<file path="src/rtl/fsk_pkg.sv">
// Package for the FSK UART modulator: sizes, frame positions, register
// indexes, control structs and the sine code table. No dependencies.
package fsk_pkg;

	// Table and phase accumulator geometry (table length is a power of two).
	localparam int TABLE_LEN  = 256;
	localparam int PHASE_FRAC = 16;
	localparam int IDX_W      = $clog2(TABLE_LEN);
	localparam int PHASE_W    = IDX_W + PHASE_FRAC;
	localparam int STEP_W     = 24;
	localparam int TPB_W      = 10;
	localparam int SAMPLE_W   = 12;
	localparam int POS_W      = 4;

	// Configuration register indexes.
	localparam int CFG_IDX_W = 2;
	localparam logic [CFG_IDX_W-1:0] CFG_MARK_STEP     = 2'd0;
	localparam logic [CFG_IDX_W-1:0] CFG_SPACE_STEP    = 2'd1;
	localparam logic [CFG_IDX_W-1:0] CFG_TICKS_PER_BIT = 2'd2;

	// Register reset values.
	localparam logic [STEP_W-1:0] MARK_STEP_RST     = 24'd364619;
	localparam logic [STEP_W-1:0] SPACE_STEP_RST    = 24'd668467;
	localparam logic [TPB_W-1:0]  TICKS_PER_BIT_RST = 10'd46;

	// Frame positions.
	localparam logic [POS_W-1:0] POS_LEAD   = 4'd0;
	localparam logic [POS_W-1:0] POS_START  = 4'd1;
	localparam logic [POS_W-1:0] POS_DATA0  = 4'd2;
	localparam logic [POS_W-1:0] POS_PARITY = 4'd10;
	localparam logic [POS_W-1:0] POS_STOP   = 4'd11;
	localparam logic [POS_W-1:0] POS_IDLE   = 4'd12;

	// Commands from the top level to the frame sequencer.
	typedef struct packed {
		logic load;
		logic tick;
	} frame_cmd_t;

	// Status from the frame sequencer.
	typedef struct packed {
		logic line_bit;
		logic idle_next;
	} frame_stat_t;

	typedef logic [SAMPLE_W-1:0] sine_tab_t [TABLE_LEN];

	// Taylor series divisors (2k)(2k+1) for k = 1..6.
	localparam logic [63:0] TAYLOR_DIV [6] = '{64'd6, 64'd20, 64'd42, 64'd72, 64'd110, 64'd156};
	localparam logic [63:0] Q30_ONE     = 64'd1 << 30;
	localparam logic [63:0] HALF_PI_Q30 = 64'd1686629713;
	localparam logic [63:0] TAB_N       = 64'(TABLE_LEN);

	// Builds the sine code table at elaboration: quarter-wave fold, Q30 angle,
	// Taylor series to the x^13 term, clamp, offset and saturate to 12 bits.
	function automatic sine_tab_t build_sine();
		sine_tab_t tab;
		logic [63:0] a, r, t, x, x2, term, code;
		longint s, v;
		logic neg;
		for (int i = 0; i < TABLE_LEN; i++) begin
			a = 64'(4 * i);
			neg = 1'b0;
			if (a <= TAB_N) begin
				r = a;
			end else if (a <= 2 * TAB_N) begin
				r = 2 * TAB_N - a;
			end else if (a <= 3 * TAB_N) begin
				r = a - 2 * TAB_N;
				neg = 1'b1;
			end else begin
				r = 4 * TAB_N - a;
				neg = 1'b1;
			end
			t = (r << 30) / TAB_N;
			x = (t * HALF_PI_Q30) >> 30;
			x2 = (x * x) >> 30;
			term = x;
			s = longint'(x);
			for (int k = 0; k < 6; k++) begin
				term = ((term * x2) >> 30) / TAYLOR_DIV[k];
				if (k % 2 == 0) begin
					s = s - longint'(term);
				end else begin
					s = s + longint'(term);
				end
			end
			if (s < 0) begin
				s = 0;
			end
			if (s > longint'(Q30_ONE)) begin
				s = longint'(Q30_ONE);
			end
			v = neg ? (longint'(Q30_ONE) - s) : (longint'(Q30_ONE) + s);
			code = 64'(v) >> 19;
			tab[i] = (code > 64'd4095) ? 12'd4095 : code[SAMPLE_W-1:0];
		end
		return tab;
	endfunction

	localparam sine_tab_t SINE_TAB = build_sine();

endpackage

</file>
<file path="src/rtl/fsk_if.sv">
// Valid/ready channel interfaces for the modulator's input items and results.
// Depends on fsk_pkg.
interface fsk_in_if;
	import fsk_pkg::*;

	logic       valid;
	logic       ready;
	logic       mode;
	logic [7:0] char_in;

	modport source (output valid, output mode, output char_in, input ready);
	modport sink (input valid, input mode, input char_in, output ready);
endinterface

interface fsk_out_if;
	import fsk_pkg::*;

	logic                valid;
	logic                ready;
	logic [SAMPLE_W-1:0] sample;
	logic                ready_res;
	logic                line_bit;

	modport source (output valid, output sample, output ready_res, output line_bit,
		input ready);
	modport sink (input valid, input sample, input ready_res, input line_bit,
		output ready);
endinterface

</file>
<file path="src/rtl/fsk_frame.sv">
// Serial frame sequencer: lead-in, start, eight data bits, parity, stop, idle.
// Depends on fsk_pkg.
module fsk_frame (
	input  logic                      clk,
	input  logic                      arst_n,
	input  fsk_pkg::frame_cmd_t       cmd,
	input  logic [7:0]                char_in,
	input  logic [fsk_pkg::TPB_W-1:0] ticks_per_bit,
	output fsk_pkg::frame_stat_t      stat
);
	import fsk_pkg::*;

	logic [POS_W-1:0] pos_q;
	logic [TPB_W-1:0] tick_cnt_q;
	logic             idle_q;
	logic [7:0]       shift_q;
	logic             parity_q;

	logic [TPB_W-1:0] tpb_eff;
	logic [TPB_W-1:0] tick_inc;
	logic             bit_end;
	logic             cur_bit;
	logic [2:0]       data_sel;

	// Bit on the line for the current frame position.
	always_comb begin
		data_sel = 3'(pos_q - POS_DATA0);
		if (idle_q || pos_q == POS_LEAD || pos_q >= POS_STOP) begin
			cur_bit = 1'b1;
		end else if (pos_q == POS_START) begin
			cur_bit = 1'b0;
		end else if (pos_q == POS_PARITY) begin
			cur_bit = parity_q;
		end else begin
			cur_bit = shift_q[data_sel];
		end
	end

	// Bit period counting; a zero period counts as one tick.
	assign tpb_eff  = (ticks_per_bit == '0) ? TPB_W'(1) : ticks_per_bit;
	assign tick_inc = tick_cnt_q + TPB_W'(1);
	assign bit_end  = (tick_inc >= tpb_eff);

	assign stat.line_bit  = cur_bit;
	assign stat.idle_next = idle_q || (bit_end && pos_q >= POS_STOP);

	// Frame position, tick count and idle flag.
	always_ff @(posedge clk or negedge arst_n) begin
		if (!arst_n) begin
			pos_q      <= POS_IDLE;
			tick_cnt_q <= '0;
			idle_q     <= 1'b1;
		end else if (cmd.load && idle_q) begin
			pos_q      <= POS_LEAD;
			tick_cnt_q <= '0;
			idle_q     <= 1'b0;
		end else if (cmd.tick && !idle_q) begin
			if (bit_end) begin
				tick_cnt_q <= '0;
				if (pos_q >= POS_STOP) begin
					pos_q  <= POS_IDLE;
					idle_q <= 1'b1;
				end else begin
					pos_q <= pos_q + POS_W'(1);
				end
			end else begin
				tick_cnt_q <= tick_inc;
			end
		end
	end

	// Byte and parity latched by a load taken while idle.
	always_ff @(posedge clk) begin
		if (cmd.load && idle_q) begin
			shift_q  <= char_in;
			parity_q <= ^char_in;
		end
	end

endmodule

</file>
<file path="src/rtl/fsk_dds.sv">
// Phase accumulator and sine table lookup for the tone synthesis.
// Depends on fsk_pkg.
module fsk_dds (
	input  logic                         clk,
	input  logic                         arst_n,
	input  logic                         tick,
	input  logic                         line_bit,
	input  logic [fsk_pkg::STEP_W-1:0]   mark_step,
	input  logic [fsk_pkg::STEP_W-1:0]   space_step,
	output logic [fsk_pkg::SAMPLE_W-1:0] sample
);
	import fsk_pkg::*;

	logic [PHASE_W-1:0] phase_q;
	logic [STEP_W-1:0]  step;
	logic [IDX_W-1:0]   tab_idx;

	// The sample comes from the phase before this tick's add.
	assign tab_idx = phase_q[PHASE_W-1 -: IDX_W];
	assign sample  = SINE_TAB[tab_idx];
	assign step    = line_bit ? mark_step : space_step;

	// Phase wraps at the table length through truncation.
	always_ff @(posedge clk or negedge arst_n) begin
		if (!arst_n) begin
			phase_q <= '0;
		end else if (tick) begin
			phase_q <= PHASE_W'(phase_q + PHASE_W'(step));
		end
	end

endmodule

</file>
<file path="src/rtl/fsk_uart_modulator.sv">
// Latency: a tick item's result is valid the cycle after its transfer; loads give none.
// Throughput: one item per cycle if results are taken; that frees the output register.
// The sample path is one phase register feeding the constant sine table, then sample_q.
// Reset (arst_n low, asynchronous): idle frame, phase zero, registers at defaults.
// Depends on fsk_pkg, fsk_if, fsk_frame and fsk_dds.
module fsk_uart_modulator (
	input  logic                          clk,
	input  logic                          arst_n,
	input  logic                          cfg_we,
	input  logic [fsk_pkg::CFG_IDX_W-1:0] cfg_idx,
	input  logic [fsk_pkg::STEP_W-1:0]    cfg_wdata,
	fsk_in_if.sink                        items,
	fsk_out_if.source                     results
);
	import fsk_pkg::*;

	logic [STEP_W-1:0]   mark_step_q;
	logic [STEP_W-1:0]   space_step_q;
	logic [TPB_W-1:0]    tpb_q;

	logic                res_valid_q;
	logic [SAMPLE_W-1:0] sample_q;
	logic                ready_res_q;
	logic                line_bit_q;

	logic                accept;
	frame_cmd_t          cmd;
	frame_stat_t         stat;
	logic [SAMPLE_W-1:0] sample_now;

	// Configuration registers.
	always_ff @(posedge clk or negedge arst_n) begin
		if (!arst_n) begin
			mark_step_q  <= MARK_STEP_RST;
			space_step_q <= SPACE_STEP_RST;
			tpb_q        <= TICKS_PER_BIT_RST;
		end else if (cfg_we) begin
			case (cfg_idx)
				CFG_MARK_STEP:     mark_step_q  <= cfg_wdata;
				CFG_SPACE_STEP:    space_step_q <= cfg_wdata;
				CFG_TICKS_PER_BIT: tpb_q        <= cfg_wdata[TPB_W-1:0];
				default: ;
			endcase
		end
	end

	// An item transfers whenever the output register is empty or being emptied.
	assign items.ready = !res_valid_q || results.ready;
	assign accept      = items.valid && items.ready;
	assign cmd.tick    = accept && !items.mode;
	assign cmd.load    = accept && items.mode;

	fsk_frame u_frame (
		.clk           (clk),
		.arst_n        (arst_n),
		.cmd           (cmd),
		.char_in       (items.char_in),
		.ticks_per_bit (tpb_q),
		.stat          (stat)
	);

	fsk_dds u_dds (
		.clk        (clk),
		.arst_n     (arst_n),
		.tick       (cmd.tick),
		.line_bit   (stat.line_bit),
		.mark_step  (mark_step_q),
		.space_step (space_step_q),
		.sample     (sample_now)
	);

	// Result register valid flag.
	always_ff @(posedge clk or negedge arst_n) begin
		if (!arst_n) begin
			res_valid_q <= 1'b0;
		end else if (cmd.tick) begin
			res_valid_q <= 1'b1;
		end else if (results.ready) begin
			res_valid_q <= 1'b0;
		end
	end

	// Result payload captured on each tick transfer.
	always_ff @(posedge clk) begin
		if (cmd.tick) begin
			sample_q    <= sample_now;
			ready_res_q <= stat.idle_next;
			line_bit_q  <= stat.line_bit;
		end
	end

	assign results.valid     = res_valid_q;
	assign results.sample    = sample_q;
	assign results.ready_res = ready_res_q;
	assign results.line_bit  = line_bit_q;

endmodule

</file>
<file path="src/flat_wrapper.sv">
// flat-port wrapper written by rule: the top's interface ports become plain ports
module fsk_uart_modulator_flat import fsk_pkg::*;
  (clk, arst_n, cfg_we, cfg_idx, cfg_wdata, items_valid, items_mode, items_char_in, items_ready, results_valid, results_sample, results_ready_res, results_line_bit, results_ready);
  fsk_in_if items_i ();
  fsk_out_if results_i ();
  input  logic clk;
  input  logic arst_n;
  input  logic cfg_we;
  input  logic [fsk_pkg::CFG_IDX_W-1:0] cfg_idx;
  input  logic [fsk_pkg::STEP_W-1:0] cfg_wdata;
  input wire logic [$bits(items_i.valid)-1:0] items_valid;
  input wire logic [$bits(items_i.mode)-1:0] items_mode;
  input wire logic [$bits(items_i.char_in)-1:0] items_char_in;
  output wire logic [$bits(items_i.ready)-1:0] items_ready;
  output wire logic [$bits(results_i.valid)-1:0] results_valid;
  output wire logic [$bits(results_i.sample)-1:0] results_sample;
  output wire logic [$bits(results_i.ready_res)-1:0] results_ready_res;
  output wire logic [$bits(results_i.line_bit)-1:0] results_line_bit;
  input wire logic [$bits(results_i.ready)-1:0] results_ready;
  assign items_i.valid = items_valid;
  assign items_i.mode = items_mode;
  assign items_i.char_in = items_char_in;
  assign items_ready = items_i.ready;
  assign results_valid = results_i.valid;
  assign results_sample = results_i.sample;
  assign results_ready_res = results_i.ready_res;
  assign results_line_bit = results_i.line_bit;
  assign results_i.ready = results_ready;
  fsk_uart_modulator u_core (.clk(clk), .arst_n(arst_n), .cfg_we(cfg_we), .cfg_idx(cfg_idx), .cfg_wdata(cfg_wdata), .items(items_i), .results(results_i));
endmodule
</file>
<file path="config.mk">
export PLATFORM = sky130hd
export DESIGN_NAME = fsk_uart_modulator_flat
export DESIGN_NICKNAME = d
export VERILOG_FILES = /design/src/rtl/fsk_pkg.sv /design/src/rtl/fsk_if.sv /design/src/rtl/fsk_frame.sv /design/src/rtl/fsk_dds.sv /design/src/rtl/fsk_uart_modulator.sv /design/src/flat_wrapper.sv
export SDC_FILE = /design/constraint.sdc
export NUM_CORES = 1
export LEC_CHECK = 0
export BUFFER_PORTS_ARGS = -buffer_cell sky130_fd_sc_hd__buf_2
export CAP_MARGIN = 20
export CORE_ASPECT_RATIO = 0.7
export CORE_MARGIN = 1
export CORE_UTILIZATION = 49
export CTS_CLUSTER_SIZE = 25
export DETAILED_ROUTE_END_ITERATION = 7
export GPL_TIMING_DRIVEN = 0
export PLACE_DENSITY_LB_ADDON = 0.12
export SLEW_MARGIN = 20
export SYNTH_ARGS = -nofsm -noshare
export SYNTH_HDL_FRONTEND = slang
export SYNTH_HIERARCHICAL = 1
export SYNTH_SLANG_ARGS = --single-unit
</file>
<file path="constraint.sdc">
create_clock -name clk -period 9.65 [get_ports clk]
set_input_delay 0.4825 -clock clk [delete_from_list [all_inputs] [get_ports clk]]
set_output_delay 0.4825 -clock clk [all_outputs]
set_load 0.01 [all_outputs]
</file>
==> metrics.md, run 1 <==
| Metric | Value |
|---|---|
| Outcome | `complete, no violations` |
| Core box area | `20100 um2` |
| Initial drt markers | `1731` |
| Grt met1 use | `0.547` |
| Slew headroom | `0.297` |
| Post-Synth Adder-Cell Area | `0.0665` |
| Post-synth ARST share | `0.810` |
| Max-Cap Viols | `0` |
| Initial antenna violation count | `0` |
| Clk sinks | `121` |
| Post-synth EDFFs | `23` |
| Synth cell count leaders | `mux2_2, nand2_1, a21oi_1` |
| Kind of critical path | `reg -> reg` |
| Die Ht | `123 um` |
| DR WL/cell | `28.5 um` |
| Via density | `6.95` |
| Die Wd | `175 um` |
| Final wirelength | `42.5 mm` |
| Worst Skew | `0.0179 ns` |
| Worst-Margin Slew | `1.05 ns` |
| Fillcell total | `1759` |
| Post-route ant nets | `0` |
| CP Max Fanout | `10` |
| Upper clock frequency limit | `197 MHz` |
| Worst vdd ir | `0.179 mV` |
| Non-Filler Instances | `1490` |
| CTS tree | `built` |
| PD cells | `432 nW/um2` |
| Clock slew at reported path FFs | `0.06 ns` |
| Largest family of logic cells by synthesized area | `compound AO/OA/AOI/OAI gates` |
| Largest net degree at the start of global routing | `84` |
| Port bufs | `55` |
| Share of cells above drive strength 1 | `0.248` |
| Seq/Total Area, Yosys | `0.310` |
| Post-synthesis mux area share | `0.145` |
| Setup bufs post-CTS | `0` |
| Initial DRT Pass Iterations | `6` |
| Die area | `21500 um2` |
| Multi-input logic area | `6480 um2` |
| Synth Instances | `1128` |
| Yosys cell types | `96` |
| Lkg Pwr | `4.70 nW` |
| Ys flop type | `dfrtp_1` |
| Crit. End Element | `flip-flop` |
| Tcrit/Tclk final | `0.527` |
| DR vias | `10349` |
| Synth area leader | `dfrtp_1` |
| M3 GR Usage | `0.196` |
| CTS buffer count | `17` |
| Setup ws final | `4.56 ns` |
| Yosys top cell area share | `0.179` |
| ANT cells | `0` |
| Vias in the first global route | `9966` |
| Site row count | `43` |
| Post-Synthesis Net Count | `1221` |
| Worst-Skew Late Latency | `0.43 ns` |
| CP Launch Type | `flip-flop` |
| Initial core utilization | `0.509` |
| Synthesized area per cell | `9.07 um2` |
| Final number of setup-violating endpoints | `0` |
| GP Congestion | `1.05` |
| # DRC | `0` |
| Top cells by area, synth | `dfrtp_1, mux2_2, edfxtp_1` |
| Nets | `1300` |
| Synth Area in Simple Gates | `0.165` |
| Post-Place Setup Slack | `4.76 ns` |
| Register area | `3170 um2` |
| Tot Pwr | `4.97 mW` |
| Overall Global Routing Usage | `0.396` |
| Synth Area in Compound Gates | `0.232` |
| Critical path data arrival time | `5.39 ns` |
| Post-Synth XOR/XNOR Area | `0.0248` |
| First-pass GRT wire length | `62.1 mm` |
| Detailed placement HPWL | `31.3 mm` |
| Tmin final | `5.09 ns` |
| Number of synthesized register bits | `121` |
| Slew Viols, Final | `0` |
| Final Hold Viols | `0` |
| Gr busiest metal | `met1` |
| Gr ovfl total | `0` |
| RSZ-0062 raised after global routing | `no` |
| YS warnings | `6` |
| Post-Synthesis Cell Area | `10200 um2` |
| Count leader, synth | `mux2_2` |
| Root Driver | `clkbuf_16` |
| H-tree lvl count | `4` |
| Clock Tree Buf Depth | `2` |
| Met2 usage | `0.525` |
| # IOs | `56` |
| Total negative slack | `0 ns` |
| Required @ worst endpoint | `9.96 ns` |
| Placed insts | `1457` |
| Worst hold path type | `in -> reg` |
| Area delta synth->final | `12.5%` |
[repair_timing]
action,4_1_cts,5_1_grt
hold buffers,1,0
resized for setup,0,0
hold endpoints to repair,13,0
[state kept, by name, indices dropped and copies added (netlist names), 4 cells and up]
register                   count
u_core/mark_step_q            24
u_core/results.sample         12
u_core/space_step_q           24
u_core/tpb_q                  10
u_core/u_dds/phase_q          24
u_core/u_frame/pos_q           4
u_core/u_frame/shift_q         8
u_core/u_frame/tick_cnt_q     10
[worst max-delay path: stages, from the launching register on]
cell and delay (ns):
dfrtp_1 0.52, inv_1 0.14, ha_1 0.20, nand2_1 0.07, nor2_1 0.04, a21oi_1 0.12, o21ai_0 0.09, nand3_1 0.10
buf_4 0.11, clkbuf_1 0.33, clkbuf_1 0.64, mux2_2 0.42, ha_1 0.23, fa_1 0.42, a21o_1 0.22, a221oi_1 0.42
o21ai_0 0.19, a21oi_1 0.28, xnor2_1 0.14, mux2_2 0.29
[cells by family after synthesis]
family,Yosys count
xor gates and xnor gates,29
and+or+nand+nor,335
AOI/OAI and AO/OA,344
buffers and inverters,124
muxes,121
DFF,121
adders and majority gates,54
[cell type report]
class,instances,area share
multi-input cells,883,0.563
flip-flops and latches,121,0.276
clock buffers,20,0.0415
plain buffers,89,0.0391
repair buffers,60,0.0297
well taps,270,0.0294
inverters,35,0.0114
clock inverters,12,0.00979
[layer usage]
metal	part of all wire	routed length, um
met1	0.43	18400
met2	0.39	16400
met3	0.15	6520
met4	0.029	1210
met5	0	0
[report_power, final]
part / switching (mW) / internal, mW / total [mW]
Sequential: 0.105 / 0.681 / 0.786
Clock: 0.247 / 0.384 / 0.632
Combinational: 2.34 / 1.21 / 3.55
Total: 2.69 / 2.28 / 4.97
[path summary, 6_finish.rpt]
path / slack [ns] / depth (start not counted) / endpoint / startpoint
max: 4.56 / 19 / u_core/u_dds/phase_q[14]$_DFFE_PN0P_ / u_core/u_frame/pos_q[0]$_DFFE_PN0P_
min: 0.27 / 1 / u_core/u_frame/shift_q[6]$_DFFE_PP_ / items_char_in[6]
max reg2reg: 4.56 / 19 / u_core/u_dds/phase_q[14]$_DFFE_PN0P_ / u_core/u_frame/pos_q[0]$_DFFE_PN0P_
min reg2reg: 0.50 / 1 / u_core/mark_step_q[20]$_DFFE_PN0P_ / u_core/mark_step_q[20]$_DFFE_PN0P_
max in group asynchronous: 8.49 / 3 / u_core/mark_step_q[18]$_DFFE_PN1P_ / arst_n
min in group asynchronous: 0.47 / 2 / u_core/u_frame/tick_cnt_q[6]$_DFFE_PN0P_ / arst_n
[cell usage in the layout, fill, tap and decap left out, drive strengths merged, types with 12 or more instances in the layout]
| master | Yosys | layout |
|---|---|---|
| buf | 45 | 104 |
| mux2 | 96 | 96 |
| nand2 | 94 | 94 |
| o21ai | 77 | 77 |
| a21oi | 75 | 75 |
| dfrtp | 73 | 73 |
| nor2 | 64 | 64 |
| clkbuf | 44 | 64 |
| ha | 52 | 52 |
| inv | 34 | 37 |
| nand2b | 35 | 35 |
| nor3 | 33 | 33 |
| nand3 | 29 | 29 |
| dfstp | 25 | 25 |
| edfxtp | 23 | 23 |
| o211ai | 22 | 22 |
| a211oi | 19 | 19 |
| nor2b | 18 | 18 |
| nand4 | 18 | 18 |
| xnor2 | 18 | 18 |
| a31oi | 17 | 17 |
| mux2i | 13 | 13 |
| mux4 | 12 | 12 |
[stage by stage]
stage                     utilization  area [um2]  hold WS [ns]
after floorplan                     -       10200         0.187
after global placement          0.539       10800         0.482
after detailed placement        0.542       10900         0.327
after CTS                       0.572       11500         0.251
after global routing            0.572       11500         0.255
final                           0.572       11500         0.271
Note: power is estimated with default switching activity, not from simulation.
==> run 2, diff against run 1 <==
- clock period: 9.65 -> 4.8 ns (I/O delays scaled with it)
==> run 2 against run 1 <==
  * Critical path type unchanged
  * Fmax increased by 15%
  * Critical endpoint unchanged
  * Flip-flop and latch count is the same
  * Clock power grew 100%
  * Sequential share of layout area hardly changed
  * First-iteration DRC count fell by 3.7%
  * Combinational power up 100%
  * Register-to-register slack worse by 4.2 ns
  * Clock-buffer cell count is the same
==> metrics.md, run 2 (synthesis gave the netlist of run 1 again) <==
| Metric | Value |
|---|---|
| Hold endpoint | `u_core/u_frame/shift_q[6]$_DFFE_PP_` |
| First-pass GRT wire length | `62.1 mm` |
| CP Max Fanout | `10` |
| Nets | `1299` |
| Worst-Margin Slew | `1.04 ns` |
| Outcome | `complete, no violations` |
| # DRC | `0` |
| R2R Setup Slk | `0.37 ns` |
| Largest net degree at the start of global routing | `84` |
| H-tree lvl count | `4` |
| Clock Tree Buf Depth | `2` |
| Fin util | `0.572` |
| Initial DRT Pass Iterations | `7` |
| Clk sinks | `121` |
| Core box area | `20100 um2` |
| Tcrit/Tclk final | `0.922` |
| Initial antenna violation count | `0` |
| Die area | `21500 um2` |
| Post-Place Setup Slack | `-0.0921 ns` |
| Worst vdd ir | `0.355 mV` |
| CTS tree | `built` |
| Max-Cap Viols | `0` |
| Upper clock frequency limit | `226 MHz` |
| Port bufs | `55` |
| Reg2reg start | `u_core/u_frame/pos_q[0]$_DFFE_PN0P_` |
| Detailed placement HPWL | `31.3 mm` |
| Slew Viols, Final | `0` |
| Root Driver | `clkbuf_16` |
| Worst hold path type | `in -> reg` |
| Slew headroom | `0.309` |
| Initial drt markers | `1667` |
| Most frequent cells in the layout | `mux2_2, nand2_1, buf_2, a21oi_1, dfrtp_1` |
| Hold path start | `items_char_in[6]` |
| Largest registers | `u_core/mark_step_q: 24 flops, u_core/space_step_q: 24 flops, u_core/u_dds/phase_q: 24 flops` |
| Kind of critical path | `reg -> reg` |
| Vias in the first global route | `9966` |
| Tmin final | `4.43 ns` |
| Hold depth | `1` |
| Site row count | `43` |
| Final number of setup-violating endpoints | `0` |
| Area delta synth->final | `12.5%` |
| Register area | `3180 um2` |
| Worst-Skew Late Latency | `0.43 ns` |
| # IOs | `56` |
| Die Ht | `123 um` |
| Via density | `7.01` |
| Critical path data arrival time | `4.73 ns` |
| Gr ovfl total | `0` |
| RSZ-0062 raised after global routing | `no` |
| Die Wd | `175 um` |
| Initial core utilization | `0.509` |
| DR WL/cell | `28.5 um` |
| Post-route ant nets | `0` |
| Tot Pwr | `10.0 mW` |
| Share of cells above drive strength 1 | `0.251` |
| Final wirelength | `42.5 mm` |
| R2R depth | `16` |
| Fillcell total | `1758` |
| Multi-input logic area | `6480 um2` |
| CTS buffer count | `17` |
| Reg2reg end | `u_core/u_dds/phase_q[14]$_DFFE_PN0P_` |
| DR vias | `10447` |
| GP Congestion | `1.05` |
| Crit. End Element | `flip-flop` |
| CP Launch Type | `flip-flop` |
| Lkg Pwr | `4.70 nW` |
| PD cells | `868 nW/um2` |
| Final Hold Viols | `0` |
| Clock slew at reported path FFs | `0.06 ns` |
| Setup ws final | `0.372 ns` |
| Worst Skew | `0.0185 ns` |
| Required @ worst endpoint | `5.11 ns` |
| Overall Global Routing Usage | `0.396` |
| Commonest non-fill, non-tap cell in the layout | `mux2_2` |
run 2: changes by cell type in the layout (fill, tap and decap cells not counted), sizes merged:
cell    delta
clkbuf     -1
diode      +1
run 2: repair_timing:
action | CTS | global route
setup buffers | 0 | 0
endpoints found under the setup margin | 5 | 12
hold buffers | 1 | 0
pin swaps | 0 | 0
gates resized for setup | 1 | 5
endpoints found under the hold margin | 75 | 0
run 2: metrics by stage:
step	cells	area, um2	hold WS, ns	setup TNS [ns]
floorplan	1128	10200	-0.0556	0
global placement	1453	10800	0.449	-0.853
detailed placement	1457	10900	0.0843	-0.161
CTS	1490	11500	0.00883	0
global route	1489	11500	0.0129	0
finish	1490	11500	0.0304	0
run 2: layout make-up:
type | count | share of cell area
inverters | 35 | 0.0114
flip-flops and latches | 121 | 0.276
plain buffers | 88 | 0.0392
clock inverters | 12 | 0.00978
repair buffers | 60 | 0.0297
diodes | 1 | 0.000217
clock buffers | 20 | 0.0415
multi-input cells | 883 | 0.563
well taps | 270 | 0.0293
run 2: critical path, cell delays in order, from the launching register on:
cell and delay (ns):
dfrtp_2 0.46, mux4_2 0.54, mux2i_1 0.14, o21ai_0 0.08, o21ai_0 0.07, nand3_1 0.11
buf_4 0.19, clkbuf_4 0.23, mux2_2 0.30, ha_1 0.23, fa_1 0.42, a21o_1 0.22
a221oi_1 0.42, o21ai_0 0.19, a21oi_1 0.29, xnor2_1 0.15, mux2_2 0.29
run 2: where the power goes:
| part | total, mW | leakage, nW | switching, mW | internal, mW |
|---|---|---|---|---|
| registers | 1.58 | 1.35 | 0.210 | 1.37 |
| logic | 7.15 | 3.06 | 4.70 | 2.44 |
| clock network | 1.27 | 0.281 | 0.496 | 0.773 |
run 2: how the worst max path moves through the flow:
stage	depth (start not counted)	slack, ns	start	to
2_1_floorplan	17	0.64	u_core/u_frame/pos_q[2]$_DFFE_PN1P_	u_core/u_dds/phase_q[20]$_DFFE_PN0P_
3_3_place_gp	8	-0.23	u_core/results.valid$_DFFE_PN0P_	u_core/u_dds/phase_q[23]$_DFFE_PN0P_
3_5_place_dp	19	-0.09	u_core/u_frame/pos_q[0]$_DFFE_PN0P_	u_core/u_dds/phase_q[14]$_DFFE_PN0P_
4_1_cts	18	0.02	u_core/u_frame/pos_q[0]$_DFFE_PN0P_	u_core/u_dds/phase_q[13]$_DFFE_PN0P_
5_1_grt	16	0.18	u_core/u_frame/pos_q[0]$_DFFE_PN0P_	u_core/u_dds/phase_q[14]$_DFFE_PN0P_
6_report	16	0.37	u_core/u_frame/pos_q[0]$_DFFE_PN0P_	u_core/u_dds/phase_q[14]$_DFFE_PN0P_
run 2: per-layer routing:
layer	up-vias	global-route usage	share of wire
met5	-	0	0
met2	848	0.525	0.38
met4	0	0.137	0.030
met1	5064	0.547	0.43
li1	4408	-	-
met3	127	0.196	0.15
